`src/lsfe_pkg.sv`:
```
// shared types, constants and helper functions of the led strip frame engine
package lsfe_pkg;

  localparam int PIXELS     = 32;
  localparam int IDX_W      = (PIXELS > 1) ? $clog2(PIXELS) : 1;
  localparam int FRAME_AW   = IDX_W + 1;
  localparam int FRAME_DEPTH = 2 ** FRAME_AW;

  localparam logic [3:0] FN_TICK        = 4'd0;
  localparam logic [3:0] FN_START_INPUT = 4'd1;
  localparam logic [3:0] FN_FINALIZE    = 4'd2;
  localparam logic [3:0] FN_BRIGHT_UP   = 4'd3;
  localparam logic [3:0] FN_BRIGHT_DOWN = 4'd4;
  localparam logic [3:0] FN_FASTER      = 4'd5;
  localparam logic [3:0] FN_SLOWER      = 4'd6;
  localparam logic [3:0] FN_SET_PIXEL   = 4'd7;
  localparam logic [3:0] FN_FILL        = 4'd8;
  localparam logic [3:0] FN_LOAD_BRIGHT = 4'd9;
  localparam logic [3:0] FN_LOAD_DIV    = 4'd10;
  localparam logic [3:0] FN_REDRAW      = 4'd11;

  localparam logic [1:0] MODE_BUFFERED = 2'd0;
  localparam logic [1:0] MODE_RANDOM   = 2'd1;
  localparam logic [1:0] MODE_ROTATE   = 2'd2;

  localparam logic [1:0] CFG_MAX_BRIGHT = 2'd0;
  localparam logic [1:0] CFG_ENABLE     = 2'd1;
  localparam logic [1:0] CFG_MODE       = 2'd2;

  localparam logic [8:0]  BRIGHT_FULL  = 9'd256;
  localparam logic [8:0]  BRIGHT_RESET = 9'd64;
  localparam logic [8:0]  BRIGHT_STEP  = 9'd13;
  localparam logic [7:0]  DIV_MAX      = 8'hff;
  localparam logic [31:0] LFSR_MASK    = 32'ha300_0000;
  localparam logic [31:0] LFSR_SEED    = 32'h0000_0001;
  localparam logic [23:0] WORD_MOD     = 24'hff_ffff;

  typedef enum logic [2:0] {
    S_IDLE,
    S_FILL,
    S_RFILL,
    S_PRIME,
    S_EMIT
  } state_t;

  typedef struct packed {
    logic start_fill;
    logic start_rfill;
    logic start_emit;
    logic out_free;
  } seq_status_t;

  typedef struct packed {
    logic             busy;
    logic             fill_we;
    logic             rfill_we;
    logic             rd_en;
    logic             load_out;
    logic             last;
    logic [IDX_W-1:0] idx;
    logic [IDX_W-1:0] rd_idx;
  } seq_ctrl_t;

  function automatic logic [31:0] lfsr_step(input logic [31:0] x);
    logic [31:0] y;
    y = x >> 1;
    if (x[0]) begin
      y = y ^ LFSR_MASK;
    end
    return y;
  endfunction

  // 2^24 is 1 modulo 2^24-1, so fold the top byte and subtract once
  function automatic logic [23:0] mod_word(input logic [31:0] x);
    logic [24:0] s;
    s = {1'b0, x[23:0]} + {17'd0, x[31:24]};
    if (s >= {1'b0, WORD_MOD}) begin
      s = s - {1'b0, WORD_MOD};
    end
    return s[23:0];
  endfunction

endpackage

```
`src/lsfe_in_if.sv`:
```
// input channel: event code and edit payload
interface lsfe_in_if;
  logic       valid;
  logic       ready;
  logic [3:0] func;
  logic [5:0] pixel_index;
  logic [7:0] red;
  logic [7:0] green;
  logic [7:0] blue;
  logic [8:0] load_value;

  modport source(output valid, func, pixel_index, red, green, blue, load_value,
                 input ready);
  modport sink(input valid, func, pixel_index, red, green, blue, load_value,
               output ready);
endinterface

```
`src/lsfe_out_if.sv`:
```
// result channel: scaled pixel words
interface lsfe_out_if;
  logic        valid;
  logic        ready;
  logic [23:0] pixel_word;
  logic        last_pixel;

  modport source(output valid, pixel_word, last_pixel, input ready);
  modport sink(input valid, pixel_word, last_pixel, output ready);
endinterface

```
`src/led_strip_frame_engine.sv`:
```
// led strip frame engine: event decode, frame and pattern stores, output register
// a tick that emits a frame primes the store reads and then sends the words out, first
// generating the rotating pattern if it has not been generated yet
// a fill sweeps every pixel of the back half; the block takes no event while it is busy
// one read port per store and the scaler: a pixel word per cycle unless output stalls
// rst_n is synchronous, active low; the frame store reads as zero through valid bits
module led_strip_frame_engine (
  input  logic        clk,
  input  logic        rst_n,
  lsfe_in_if.sink     in_ch,
  lsfe_out_if.source  out_ch,
  input  logic        cfg_we,
  input  logic [1:0]  cfg_index,
  input  logic [8:0]  cfg_wdata
);

  lsfe_pkg::seq_status_t status;
  lsfe_pkg::seq_ctrl_t   ctrl;

  logic [8:0]  max_r;
  logic        en_r;
  logic [1:0]  mode_r;

  logic        front_r, front_nxt;
  logic        dirty_r, dirty_nxt;
  logic        redraw_r, redraw_nxt;
  logic [8:0]  bright_r, bright_nxt;
  logic [7:0]  div_r, div_nxt;
  logic [7:0]  tcount_r, tcount_nxt;
  logic        rfilled_r, rfilled_nxt;
  logic [lsfe_pkg::IDX_W-1:0] offset_r, offset_nxt;
  logic [31:0] lfsr_r, lfsr_nxt;

  logic [lsfe_pkg::FRAME_DEPTH-1:0] frame_vld_r;
  logic [23:0] frame_mem [lsfe_pkg::FRAME_DEPTH];
  logic [23:0] rot_mem [lsfe_pkg::PIXELS];
  logic [23:0] frame_rd_r;
  logic        frame_hit_r;
  logic [23:0] rot_rd_r;
  logic [23:0] fill_color_r;

  logic        out_valid_r;
  logic [23:0] out_word_r;
  logic        out_last_r;

  logic        in_fire;
  logic        is_rand;
  logic        is_rot;
  logic        is_buf;
  logic [8:0]  lim;
  logic [9:0]  bright_up;
  logic        tick_emit;
  logic        set_we;
  logic        frame_we;
  logic [lsfe_pkg::FRAME_AW-1:0] frame_waddr;
  logic [lsfe_pkg::FRAME_AW-1:0] frame_raddr;
  logic [23:0] color;
  logic [lsfe_pkg::IDX_W:0]   rot_sum;
  logic [lsfe_pkg::IDX_W-1:0] rot_raddr;
  logic [31:0] lfsr_adv;
  logic [23:0] src_word;
  logic [23:0] scaled_word;

  assign in_fire = in_ch.valid && in_ch.ready;
  assign in_ch.ready = !ctrl.busy;

  assign is_rand = (mode_r == lsfe_pkg::MODE_RANDOM);
  assign is_rot  = (mode_r == lsfe_pkg::MODE_ROTATE);
  assign is_buf  = !is_rand && !is_rot;
  assign lim     = (max_r > lsfe_pkg::BRIGHT_FULL) ? lsfe_pkg::BRIGHT_FULL : max_r;
  assign color   = {in_ch.green, in_ch.red, in_ch.blue};
  assign lfsr_adv = lsfe_pkg::lfsr_step(lfsr_r);
  assign bright_up = {1'b0, bright_r} + {1'b0, lsfe_pkg::BRIGHT_STEP};

  assign tick_emit = in_fire && (in_ch.func == lsfe_pkg::FN_TICK) && redraw_r
                     && !(tcount_r < div_r);

  assign status.start_fill  = in_fire && (in_ch.func == lsfe_pkg::FN_FILL) && en_r && is_buf;
  assign status.start_rfill = tick_emit && is_rot && en_r && !rfilled_r;
  assign status.start_emit  = tick_emit && !(is_rot && en_r && !rfilled_r);
  assign status.out_free    = !out_valid_r || out_ch.ready;

  lsfe_seq u_seq (
    .clk    (clk),
    .rst_n  (rst_n),
    .status (status),
    .ctrl   (ctrl)
  );

  // configuration
  always_ff @(posedge clk) begin
    if (!rst_n) begin
      max_r  <= lsfe_pkg::BRIGHT_FULL;
      en_r   <= 1'b1;
      mode_r <= lsfe_pkg::MODE_ROTATE;
    end else if (cfg_we) begin
      case (cfg_index)
        lsfe_pkg::CFG_MAX_BRIGHT: max_r  <= cfg_wdata;
        lsfe_pkg::CFG_ENABLE:     en_r   <= cfg_wdata[0];
        lsfe_pkg::CFG_MODE:       mode_r <= cfg_wdata[1:0];
        default:                  max_r  <= max_r;
      endcase
    end
  end

  // event decode
  always_comb begin
    front_nxt   = front_r;
    dirty_nxt   = dirty_r;
    redraw_nxt  = redraw_r;
    bright_nxt  = bright_r;
    div_nxt     = div_r;
    tcount_nxt  = tcount_r;
    rfilled_nxt = rfilled_r;
    offset_nxt  = offset_r;
    lfsr_nxt    = lfsr_r;
    set_we      = 1'b0;
    if (in_fire) begin
      case (in_ch.func)
        lsfe_pkg::FN_TICK: begin
          if (redraw_r) begin
            if (tcount_r < div_r) begin
              tcount_nxt = tcount_r + 1'b1;
            end else begin
              tcount_nxt = '0;
              redraw_nxt = 1'b0;
              if (status.start_rfill) begin
                rfilled_nxt = 1'b1;
              end
            end
          end
        end
        lsfe_pkg::FN_START_INPUT: begin
          if (!is_buf && en_r) begin
            redraw_nxt = 1'b1;
          end
        end
        lsfe_pkg::FN_FINALIZE: begin
          if (is_buf && dirty_r && en_r) begin
            front_nxt  = !front_r;
            dirty_nxt  = 1'b0;
            redraw_nxt = 1'b1;
          end
        end
        lsfe_pkg::FN_BRIGHT_UP: begin
          if (en_r) begin
            bright_nxt = (bright_up > {1'b0, lim}) ? lim : bright_up[8:0];
            redraw_nxt = 1'b1;
          end
        end
        lsfe_pkg::FN_BRIGHT_DOWN: begin
          if (en_r) begin
            bright_nxt = (bright_r < lsfe_pkg::BRIGHT_STEP) ? 9'd0
                         : bright_r - lsfe_pkg::BRIGHT_STEP;
            redraw_nxt = 1'b1;
          end
        end
        lsfe_pkg::FN_FASTER: begin
          if (en_r) begin
            if (div_r > 8'd1) begin
              div_nxt = div_r - 1'b1;
            end
            redraw_nxt = 1'b1;
          end
        end
        lsfe_pkg::FN_SLOWER: begin
          if (en_r) begin
            if (div_r < lsfe_pkg::DIV_MAX) begin
              div_nxt = div_r + 1'b1;
            end
            redraw_nxt = 1'b1;
          end
        end
        lsfe_pkg::FN_SET_PIXEL: begin
          if (en_r && is_buf && ({1'b0, in_ch.pixel_index} < 7'(lsfe_pkg::PIXELS))) begin
            set_we    = 1'b1;
            dirty_nxt = 1'b1;
          end
        end
        lsfe_pkg::FN_FILL: begin
          if (status.start_fill) begin
            dirty_nxt = 1'b1;
          end
        end
        lsfe_pkg::FN_LOAD_BRIGHT: begin
          bright_nxt = (in_ch.load_value > lim) ? lim : in_ch.load_value;
        end
        lsfe_pkg::FN_LOAD_DIV: begin
          div_nxt    = (in_ch.load_value > {1'b0, lsfe_pkg::DIV_MAX}) ? lsfe_pkg::DIV_MAX
                       : in_ch.load_value[7:0];
          tcount_nxt = '0;
        end
        lsfe_pkg::FN_REDRAW: begin
          redraw_nxt = 1'b1;
        end
        default: begin
          redraw_nxt = redraw_r;
        end
      endcase
    end
    if (ctrl.rfill_we || (ctrl.load_out && en_r && is_rand)) begin
      lfsr_nxt = lfsr_adv;
    end
    if (ctrl.load_out && ctrl.last && en_r && is_rot) begin
      offset_nxt = (offset_r == lsfe_pkg::IDX_W'(lsfe_pkg::PIXELS - 1)) ? '0
                   : offset_r + 1'b1;
    end
  end

  always_ff @(posedge clk) begin
    if (!rst_n) begin
      front_r   <= 1'b0;
      dirty_r   <= 1'b0;
      redraw_r  <= 1'b0;
      bright_r  <= lsfe_pkg::BRIGHT_RESET;
      div_r     <= '0;
      tcount_r  <= '0;
      rfilled_r <= 1'b0;
      offset_r  <= '0;
      lfsr_r    <= lsfe_pkg::LFSR_SEED;
    end else begin
      front_r   <= front_nxt;
      dirty_r   <= dirty_nxt;
      redraw_r  <= redraw_nxt;
      bright_r  <= bright_nxt;
      div_r     <= div_nxt;
      tcount_r  <= tcount_nxt;
      rfilled_r <= rfilled_nxt;
      offset_r  <= offset_nxt;
      lfsr_r    <= lfsr_nxt;
    end
  end

  // fill colour held for the whole sweep
  always_ff @(posedge clk) begin
    if (status.start_fill) begin
      fill_color_r <= color;
    end
  end

  // frame store, two halves
  assign frame_we    = set_we || ctrl.fill_we;
  assign frame_waddr = set_we ? {!front_r, in_ch.pixel_index[lsfe_pkg::IDX_W-1:0]}
                              : {!front_r, ctrl.idx};
  assign frame_raddr = {front_r, ctrl.rd_idx};

  always_ff @(posedge clk) begin
    if (!rst_n) begin
      frame_vld_r <= '0;
    end else if (frame_we) begin
      frame_vld_r[frame_waddr] <= 1'b1;
    end
  end

  always_ff @(posedge clk) begin
    if (frame_we) begin
      frame_mem[frame_waddr] <= set_we ? color : fill_color_r;
    end
    if (ctrl.rd_en) begin
      frame_rd_r  <= frame_mem[frame_raddr];
      frame_hit_r <= frame_vld_r[frame_raddr];
    end
  end

  // rotating pattern store
  assign rot_sum   = {1'b0, ctrl.rd_idx} + {1'b0, offset_r};
  assign rot_raddr = (rot_sum >= (lsfe_pkg::IDX_W + 1)'(lsfe_pkg::PIXELS))
                     ? lsfe_pkg::IDX_W'(rot_sum - (lsfe_pkg::IDX_W + 1)'(lsfe_pkg::PIXELS))
                     : rot_sum[lsfe_pkg::IDX_W-1:0];

  always_ff @(posedge clk) begin
    if (ctrl.rfill_we) begin
      rot_mem[ctrl.idx] <= lsfe_pkg::mod_word(lfsr_adv);
    end
    if (ctrl.rd_en) begin
      rot_rd_r <= rot_mem[rot_raddr];
    end
  end

  // word source and scaling
  always_comb begin
    src_word = '0;
    if (en_r) begin
      if (is_rand) begin
        src_word = lfsr_adv[23:0];
      end else if (is_rot) begin
        src_word = rot_rd_r;
      end else if (frame_hit_r) begin
        src_word = frame_rd_r;
      end
    end
  end

  lsfe_scaler u_scaler (
    .word_in  (src_word),
    .level    (bright_r),
    .word_out (scaled_word)
  );

  // output register
  always_ff @(posedge clk) begin
    if (!rst_n) begin
      out_valid_r <= 1'b0;
    end else if (ctrl.load_out) begin
      out_valid_r <= 1'b1;
    end else if (out_ch.ready) begin
      out_valid_r <= 1'b0;
    end
  end

  always_ff @(posedge clk) begin
    if (ctrl.load_out) begin
      out_word_r <= scaled_word;
      out_last_r <= ctrl.last;
    end
  end

  assign out_ch.valid      = out_valid_r;
  assign out_ch.pixel_word = out_word_r;
  assign out_ch.last_pixel = out_last_r;

  a_load_free: assert property (@(posedge clk) disable iff (!rst_n)
    ctrl.load_out |-> (!out_valid_r || out_ch.ready))
    else $error("output register overwritten before transfer");

  a_frame_done: assert property (@(posedge clk) disable iff (!rst_n)
    (ctrl.load_out && ctrl.last) |=> in_ch.ready)
    else $error("block not ready after last word of frame");

  a_rfill_flag: assert property (@(posedge clk) disable iff (!rst_n)
    ctrl.rfill_we |=> rfilled_r)
    else $error("pattern generated without filled flag");

  a_bright_max: assert property (@(posedge clk) disable iff (!rst_n)
    bright_r <= lsfe_pkg::BRIGHT_FULL)
    else $error("brightness above full scale");

endmodule

```
`src/lsfe_scaler.sv`:
```
// shared brightness scaler, one grb word per cycle
module lsfe_scaler (
  input  logic [23:0] word_in,
  input  logic [8:0]  level,
  output logic [23:0] word_out
);

  logic [8:0]  k;
  logic [16:0] prod_g;
  logic [16:0] prod_r;
  logic [16:0] prod_b;

  assign k      = (level > lsfe_pkg::BRIGHT_FULL) ? lsfe_pkg::BRIGHT_FULL : level;
  assign prod_g = {9'd0, word_in[23:16]} * {8'd0, k};
  assign prod_r = {9'd0, word_in[15:8]} * {8'd0, k};
  assign prod_b = {9'd0, word_in[7:0]} * {8'd0, k};

  assign word_out = {prod_g[15:8], prod_r[15:8], prod_b[15:8]};

endmodule

```
`src/lsfe_seq.sv`:
```
// sequencer for fill sweeps, pattern fill and frame emission
module lsfe_seq (
  input  logic                  clk,
  input  logic                  rst_n,
  input  lsfe_pkg::seq_status_t status,
  output lsfe_pkg::seq_ctrl_t   ctrl
);

  lsfe_pkg::state_t             state_r;
  lsfe_pkg::state_t             state_nxt;
  logic [lsfe_pkg::IDX_W-1:0]   cnt_r;
  logic [lsfe_pkg::IDX_W-1:0]   cnt_nxt;
  logic                         cnt_last;

  assign cnt_last = (cnt_r == lsfe_pkg::IDX_W'(lsfe_pkg::PIXELS - 1));

  always_ff @(posedge clk) begin
    if (!rst_n) begin
      state_r <= lsfe_pkg::S_IDLE;
      cnt_r   <= '0;
    end else begin
      state_r <= state_nxt;
      cnt_r   <= cnt_nxt;
    end
  end

  always_comb begin
    state_nxt = state_r;
    cnt_nxt   = cnt_r;
    case (state_r)
      lsfe_pkg::S_IDLE: begin
        cnt_nxt = '0;
        if (status.start_fill) begin
          state_nxt = lsfe_pkg::S_FILL;
        end else if (status.start_rfill) begin
          state_nxt = lsfe_pkg::S_RFILL;
        end else if (status.start_emit) begin
          state_nxt = lsfe_pkg::S_PRIME;
        end
      end
      lsfe_pkg::S_FILL: begin
        if (cnt_last) begin
          state_nxt = lsfe_pkg::S_IDLE;
          cnt_nxt   = '0;
        end else begin
          cnt_nxt = cnt_r + 1'b1;
        end
      end
      lsfe_pkg::S_RFILL: begin
        if (cnt_last) begin
          state_nxt = lsfe_pkg::S_PRIME;
          cnt_nxt   = '0;
        end else begin
          cnt_nxt = cnt_r + 1'b1;
        end
      end
      lsfe_pkg::S_PRIME: begin
        state_nxt = lsfe_pkg::S_EMIT;
      end
      lsfe_pkg::S_EMIT: begin
        if (status.out_free) begin
          if (cnt_last) begin
            state_nxt = lsfe_pkg::S_IDLE;
            cnt_nxt   = '0;
          end else begin
            cnt_nxt = cnt_r + 1'b1;
          end
        end
      end
      default: begin
        state_nxt = lsfe_pkg::S_IDLE;
        cnt_nxt   = '0;
      end
    endcase
  end

  always_comb begin
    ctrl          = '0;
    ctrl.busy     = (state_r != lsfe_pkg::S_IDLE);
    ctrl.idx      = cnt_r;
    ctrl.rd_idx   = cnt_r;
    ctrl.last     = cnt_last;
    case (state_r)
      lsfe_pkg::S_FILL: begin
        ctrl.fill_we = 1'b1;
      end
      lsfe_pkg::S_RFILL: begin
        ctrl.rfill_we = 1'b1;
      end
      lsfe_pkg::S_PRIME: begin
        ctrl.rd_en = 1'b1;
      end
      lsfe_pkg::S_EMIT: begin
        // prefetch the next word while the current one goes out
        ctrl.load_out = status.out_free;
        ctrl.rd_en    = status.out_free && !cnt_last;
        ctrl.rd_idx   = cnt_r + 1'b1;
      end
      default: begin
        ctrl.busy = ctrl.busy;
      end
    endcase
  end

endmodule

```
`src/flat_wrapper.sv`:
```
// flat-port wrapper written by rule: the top's interface ports become plain ports
module led_strip_frame_engine_flat 
  (clk, rst_n, cfg_we, cfg_index, cfg_wdata, in_ch_valid, in_ch_func, in_ch_pixel_index, in_ch_red, in_ch_green, in_ch_blue, in_ch_load_value, in_ch_ready, out_ch_valid, out_ch_pixel_word, out_ch_last_pixel, out_ch_ready);
  lsfe_in_if in_ch_i ();
  lsfe_out_if out_ch_i ();
  input  logic clk;
  input  logic rst_n;
  input  logic cfg_we;
  input  logic [1:0] cfg_index;
  input  logic [8:0] cfg_wdata;
  input wire logic [$bits(in_ch_i.valid)-1:0] in_ch_valid;
  input wire logic [$bits(in_ch_i.func)-1:0] in_ch_func;
  input wire logic [$bits(in_ch_i.pixel_index)-1:0] in_ch_pixel_index;
  input wire logic [$bits(in_ch_i.red)-1:0] in_ch_red;
  input wire logic [$bits(in_ch_i.green)-1:0] in_ch_green;
  input wire logic [$bits(in_ch_i.blue)-1:0] in_ch_blue;
  input wire logic [$bits(in_ch_i.load_value)-1:0] in_ch_load_value;
  output wire logic [$bits(in_ch_i.ready)-1:0] in_ch_ready;
  output wire logic [$bits(out_ch_i.valid)-1:0] out_ch_valid;
  output wire logic [$bits(out_ch_i.pixel_word)-1:0] out_ch_pixel_word;
  output wire logic [$bits(out_ch_i.last_pixel)-1:0] out_ch_last_pixel;
  input wire logic [$bits(out_ch_i.ready)-1:0] out_ch_ready;
  assign in_ch_i.valid = in_ch_valid;
  assign in_ch_i.func = in_ch_func;
  assign in_ch_i.pixel_index = in_ch_pixel_index;
  assign in_ch_i.red = in_ch_red;
  assign in_ch_i.green = in_ch_green;
  assign in_ch_i.blue = in_ch_blue;
  assign in_ch_i.load_value = in_ch_load_value;
  assign in_ch_ready = in_ch_i.ready;
  assign out_ch_valid = out_ch_i.valid;
  assign out_ch_pixel_word = out_ch_i.pixel_word;
  assign out_ch_last_pixel = out_ch_i.last_pixel;
  assign out_ch_i.ready = out_ch_ready;
  led_strip_frame_engine u_core (.clk(clk), .rst_n(rst_n), .in_ch(in_ch_i), .out_ch(out_ch_i), .cfg_we(cfg_we), .cfg_index(cfg_index), .cfg_wdata(cfg_wdata));
endmodule
```
`config.mk`:
```
export PLATFORM = sky130hd
export DESIGN_NAME = led_strip_frame_engine_flat
export DESIGN_NICKNAME = d
export VERILOG_FILES = /design/src/lsfe_pkg.sv /design/src/lsfe_in_if.sv /design/src/lsfe_out_if.sv /design/src/led_strip_frame_engine.sv /design/src/lsfe_scaler.sv /design/src/lsfe_seq.sv /design/src/flat_wrapper.sv
export SDC_FILE = /design/constraint.sdc
export NUM_CORES = 2
export LEC_CHECK = 0
export BUFFER_PORTS_ARGS = -buffer_cell sky130_fd_sc_hd__buf_2
export CAP_MARGIN = 25
export CORE_MARGIN = 8
export CORE_UTILIZATION = 35
export DETAILED_ROUTE_END_ITERATION = 12
export GPL_ROUTABILITY_DRIVEN = 0
export GPL_TIMING_DRIVEN = 0
export PLACE_DENSITY = 0.52
export SYNTH_ARGS = -nofsm -noshare
export SYNTH_HDL_FRONTEND = slang
export SYNTH_SLANG_ARGS = --single-unit
export TNS_END_PERCENT = 50
```
`constraint.sdc`:
```
create_clock -name clk -period 8.54 [get_ports clk]
set_input_delay 0.854 -clock clk [delete_from_list [all_inputs] [get_ports clk]]
set_output_delay 0.854 -clock clk [all_outputs]
set_load 0.02 [all_outputs]
```
==> Word-level counts from Yosys, hierarchy flattened <==
Memory sizes are Yosys's and may differ from the RTL's. A register that Yosys moved wholly into a read port is not among the register bits.
Index checks and enable logic that the tools add are counted.
{ "classes": {"addsub": 11, "multipliers": 3, "order_cmp": 15, "eq_ne": 36, "n_mux": 66, "bitwise_logic": 4, "reduce_logical": 63} }
{ "op_table": {"columns": ["cell", "n"], "rows": [
  ["two-way mux 24 bit", 7],
  ["OR 64 bit", 1],
  ["two-way mux 9 bit", 7],
  ["two-way mux 8 bit", 7],
  ["multiplier 8 x 9 -> 16 bit", 3],
  ["two-way mux 32 bit", 1],
  ["two-way mux 5 bit", 6],
  ["case mux 9 bit (3 select lines)", 1],
  ["logical AND 1 bit", 26],
  ["adder 24 x 8 -> 25 bit", 1],
  [">= comparator 25 x 24 -> 1 bit, second input constant", 1],
  ["inequality test 2 x 1 -> 1 bit, second input constant", 12],
  ["case mux 8 bit (3 select lines)", 1],
  ["subtractor 24 bit, second input constant", 1],
  ["two-way mux 1 bit", 22],
  ["greater-than comparator 9 bit, second input constant", 2],
  ["two-way mux 3 bit", 6],
  ["adder 8 x 1 -> 8 bit, second input constant", 2],
  ["equality test 4 x 3 -> 1 bit, second input constant", 4],
  ["equality test 4 bit, second input constant", 4],
  ["case mux 8 bit (2 select lines)", 1],
  ["case mux 3 bit (5 select lines)", 1],
  ["case mux 5 bit (3 select lines)", 1],
  ["AND reduction 5 bit", 3],
  ["48 further kinds", 77]
]} }
{ "word_totals": {"reg_bits": 201, "ramBits": 2304, "inputBits": 59, "output_inout_bits": 27, "wordCells": 220, "mem_count": 2} }
{ "memory_table": {"columns": ["name", "words", "width", "rd", "rd_ports_with_merged_regs", "write_ports", "line", "source"], "rows": [
  ["u_core.frame_mem", 64, 24, 1, 1, 1, "led_strip_frame_engine.sv:35", "logic [23:0] frame_mem [lsfe_pkg::FRAME_DEPTH];"],
  ["u_core.rot_mem", 32, 24, 1, 1, 1, "led_strip_frame_engine.sv:36", "logic [23:0] rot_mem [lsfe_pkg::PIXELS];"]
]} }

==> Longest topological paths before layout <==
{ "logic_depth": {"ltp_word": 14, "depth_mapped": 26, "ltp_nobuf": 23} }

==> Cells and area by module <==
Synthesis repeated with hierarchy kept, for this count alone.
{ "hier_totals": {"cells_unflattened": 5537, "hier_area_um2": 107086.5} }
{ "modules_own_cells": {"columns": ["module", "n_inst", "cells_per_inst", "area_per_inst_um2", "seq_area_each_um2"], "rows": [
  ["led_strip_frame_engine", 1, 4718, 100122.3, 74991.9],
  ["lsfe_scaler", 1, 739, 6351.1, 0.0],
  ["lsfe_seq", 1, 80, 613.1, 160.2]
]} }

==> Worst setup path before layout <==
OpenSTA, ideal clock, no wires.
{ "synth_timing": {"kind": "flip-flop to flip-flop", "startpoint": "register u_core.u_seq.state_r[2]", "endpoint": "register u_core.frame_hit_r, enable pin", "setup_ps": 523, "t_arrival_ps": 5408, "required_ps": 8017, "path_slack_ps": 2609, "path_stages_with_launch": 7, "path_buffers": 2, "synth_period_minus_slack_ps": 5931, "cell_sequence": "dfxtp_1 > buf_2 > nor3b_4 > nor2b_1 > clkbuf_1 > inv_1 > o21ai_0"} }
{ "synth_lines": {"columns": ["item", "line", "source"], "rows": [
  ["start: declaration", "lsfe_seq.sv:9", "lsfe_pkg::state_t state_r;"],
  ["start signal: assignment", "lsfe_seq.sv:19", "state_r <= lsfe_pkg::S_IDLE;"],
  ["start signal: assignment", "lsfe_seq.sv:22", "state_r <= state_nxt;"],
  ["end signal: assignment", "led_strip_frame_engine.sv:261", "frame_hit_r <= frame_vld_r[frame_raddr];"],
  ["end: declaration", "led_strip_frame_engine.sv:38", "logic frame_hit_r;"]
]} }

==> Worst setup path after layout <==
{ "layout_timing": {"startpoint": "register u_core.u_seq.state_r[2]", "endpoint": "register u_core.rot_rd_r[1] (read register of u_core.rot_mem), data pin"} }
{ "layout_between": {"elab_chain_len": 5, "elab_cells_between_ends": 8, "cone_classes": "add/sub (2); order compare (1); eq/ne (2); mux (3)"} }
{ "layout_lines": {"columns": ["item", "line", "source"], "rows": [
  ["equality test 3 bit", "lsfe_seq.sv:83", "case (state_r)"],
  ["two-way mux 5 bit", "lsfe_seq.sv:83", null],
  ["adder 5 x 5 -> 6 bit", "led_strip_frame_engine.sv:266", "assign rot_sum = {1'b0, ctrl.rd_idx} + {1'b0, offset_r};"],
  ["subtractor 5 x 1 -> 5 bit or >= comparator 6 bit (tied branches)", "led_strip_frame_engine.sv:268, led_strip_frame_engine.sv:267", null],
  ["two-way mux 5 bit", "led_strip_frame_engine.sv:268", "? lsfe_pkg::IDX_W'(rot_sum - (lsfe_pkg::IDX_W + 1)'(lsfe_pkg::PIXELS))"],
  ["end: declaration", "led_strip_frame_engine.sv:39", "logic [23:0] rot_rd_r;"]
]} }
Several ways; a longest one is shown, not always the timed one.
A chain may end at the register's enable or synchronous reset.

==> flow_metrics.py <==
metrics = {
    "yosys": {
        "ys_top_cells_by_area": "edfxtp_1 66%, mux4_2 7.0%, nand2_1 6.2%",
        "ys_types": 76,
        "syn-cell-area_sq_mm": 0.109,
        "synth_nets": 7980,
        "async_flop_share_pct": 0,
        "synth-seq-cells": 2553,
        "synth_edf_count": 2402,
        "dominantRegCellSynth": "edfxtp_1",
        "synth_cells": 7650,
        "avgSynthCellArea_sq_um": 14.3,
        "synth_largest_area_cell": "edfxtp_1",
        "yosys_warnings": 0,
        "ys_seq_area_share_pct": 68.8,
        "yosysTopAreaCellShare_pct": 66.1,
    },
    "routing": {
        "drt-vias-per-instance": 5.37,
        "drt_wl_total_microns": 333000,
        "antenna_left": 0,
        "wire_per_inst_microns": 26.6,
        "drc": 0,
        "vias": 67300,
        "dr.pass1.iters": 6,
        "dr.first_iter.drc_count": 7593,
    },
    "global_routing": {
        "grt_pass1_vias": 65900,
        "grtUsageTotal_pct": 19.4,
        "grt_pass1_wl_microns": 472000,
        "grt_max_degree": 65,
        "antenna_found_initial": 28,
        "globalRouteOverflowTotal": 0,
    },
    "finish": {
        "area_growth_pct": 16.7,
        "layout_commonest_cell": "edfxtp_1",
        "multi_input_area_sq_mm": 0.0322,
        "layout_common_cells": "2402 x edfxtp_1, 1798 x nand2_1, 415 x a31oi_1, 408 x and3_1, 340 x mux4_2",
        "nFillCells": 28300,
        "drive_gt1_share_pct": 16.1,
        "register_area_sq_mm": 0.0752,
        "fin_nets": 8483,
    },
    "floorplan": {
        "dieArea_sq_mm": 0.330,
        "die_x_microns": 575,
        "start_util_pct": 35.1,
        "core-area_sq_mm": 0.311,
        "num_rows": 205,
        "die_height_microns": 575,
        "pin_count": 86,
    },
    "placement": {
        "io_buffers": 84,
        "place_ws_ns": 0.843,
        "hpwl_microns": 231000,
    },
    "critical_path": {
        "startpoint_type": "register",
        "arrival_ns": 8.25,
        "crit_fanout": 10,
        "critPathKind": "register to register",
        "required_ns": 9.09,
        "cp-end-kind": "register",
    },
    "cts": {
        "cts_tree": "yes",
        "cts_buffers": 279,
        "cts.path.max_buffers": 4,
        "hold_buffers": 0,
        "cts_root_buf": "clkbuf_16",
        "path_clk_slew_ns": 0.06,
        "cts_sinks": 2553,
        "post_cts_resized": 0,
        "htreeDepth": 5,
        "insertion_delay_ns": 0.89,
        "cts_setup_buffers": 0,
    },
    "sta": {
        "setup_violations": 0,
        "clock_skew_ns": 0.0988,
        "grt_setup_unrepaired": "false",
        "maxSlewViolCount": 0,
        "worst-slew-pin-transition_ns": 1.32,
        "relSlewSlack_pct": 12.0,
        "fin_crit_sh_pct": 90.2,
        "final.setup.worst_slack_ns": 0.838,
        "max_freq_ghz": 0.130,
        "hold_violations": 0,
        "whs_ns": 0.212,
        "min_period_ns": 7.70,
    },
    "power_and_ir_drop": {
        "ir_drop_uv": 144,
        "power_density_mw_per_mm2": 205,
        "p_leak_nw": 44.1,
    },
    "flow_run": {
        "drv_cap": 0,
    },
    "worst_hold_path": {
        "hold_path_class": "input port to register",
    },
    "status": {
        "outcome": "completed",
    },
}
[path summary, 6_finish.rpt]
kind	start	end	slack (ns)	depth (start not counted)
setup / recovery	u_core.u_seq.state_r[2]	u_core.rot_rd_r[1]	0.84	15
hold / removal	in_ch_blue[0]	u_core.fill_color_r[0]	0.21	1
setup reg to reg	u_core.u_seq.state_r[2]	u_core.rot_rd_r[1]	0.84	15
hold reg to reg	u_core.frame_vld_r[55]	u_core.frame_vld_r[55]	0.47	1
[cells by family after synthesis]
group	synth area share, %
buffers and inverters	2.50
XOR/XNOR	0.681
AND/OR/NAND/NOR	11.1
adder cells (fa/ha/maj)	3.94
AO/OA/AOI/OAI	5.11
multiplexers	7.79
flip-flops	68.8
[report_power, final]
part	internal (mW)	switching [mW]	total, mW
logic	0.238	0.429	0.667
registers	13.5	0.00701	13.5
clock network	6.99	5.01	12.0
[state kept, by name (all words and copies together) (netlist names), 5 cells and up]
| register | flops |
|---|---|
| u_core.frame_rd_r | 24 |
| u_core.lfsr_r | 32 |
| u_core.div_r | 8 |
| u_core.out_ch.pixel_word | 24 |
| u_core.bright_r | 9 |
| u_core.offset_r | 5 |
| u_core.frame_vld_r | 64 |
| u_core.rot_rd_r | 24 |
| u_core.frame_mem | 1536 |
| u_core.u_seq.cnt_r | 5 |
| u_core.rot_mem | 768 |
| u_core.fill_color_r | 24 |
| u_core.tcount_r | 8 |
| u_core.max_r | 9 |
[Yosys cell counts (21+ instances only)]
cell	count
mux4_2	340
nor2_1	378
a31oi_1	415
a21oi_1	92
xor2_1	24
a22oi_1	59
nor3_1	37
and3_1	408
inv_1	207
dfxtp_1	151
nand2_1	1798
nand3_1	40
nand2b_1	21
fa_1	122
o21a_1	78
nor2b_1	27
mux2_2	59
xnor2_1	59
ha_1	149
o21ai_0	72
clkbuf_1	236
buf_1	30
nand4_1	22
buf_2	187
edfxtp_1	2402
[layer usage]
metal / part of all wire (%) / GRT usage, % / routed length [microns] / vias to the layer above
li1: - / - / - / 29500
met1: 41 / 25.9 / 138000 / 34700
met2: 48 / 32.1 / 159000 / 2542
met3: 7.3 / 3.65 / 24400 / 517
met4: 3.4 / 6.00 / 11200 / 6
met5: 0.16 / 0.493 / 534 / -
[through the flow]
step	area [sq um]	total power, mW	std cells	setup TNS (ns)	utilization [%]
3_5_place_dp	118000	14.4	12000	0	38.0
2_1_floorplan	109000	14.2	7650	0	-
5_1_grt	127000	26.9	12500	0	40.9
3_3_place_gp	115000	14.4	11900	-3.36	36.9
4_1_cts	127000	26.4	12500	0	40.8
6_report	127000	26.2	12500	0	40.9
[final cells by class]
| cell class | count | share of cell area [%] |
|---|---|---|
| antenna | 14 | 0.0275 |
| clock inverter | 140 | 1.17 |
| sequential | 2553 | 59.0 |
| buffer | 454 | 1.53 |
| timing repair buffer | 222 | 2.44 |
| multi-input combinational | 4433 | 25.3 |
| inverter | 210 | 0.619 |
| tap | 4140 | 4.07 |
| clock buffer | 357 | 5.87 |
[critical path, stage by stage (launching register included)]
cell,delay (ns)
dfxtp_1,0.30
buf_2,0.21
nor3b_4,0.58
xnor2_4,0.41
inv_2,0.56
buf_2,0.51
buf_2,0.43
buf_2,0.33
ha_1,0.21
inv_1,0.06
fa_1,0.88
clkbuf_1,0.74
clkbuf_1,0.72
mux4_2,0.41
mux4_2,0.59
mux2_2,0.37
Note: power is estimated with default switching activity, not from simulation.
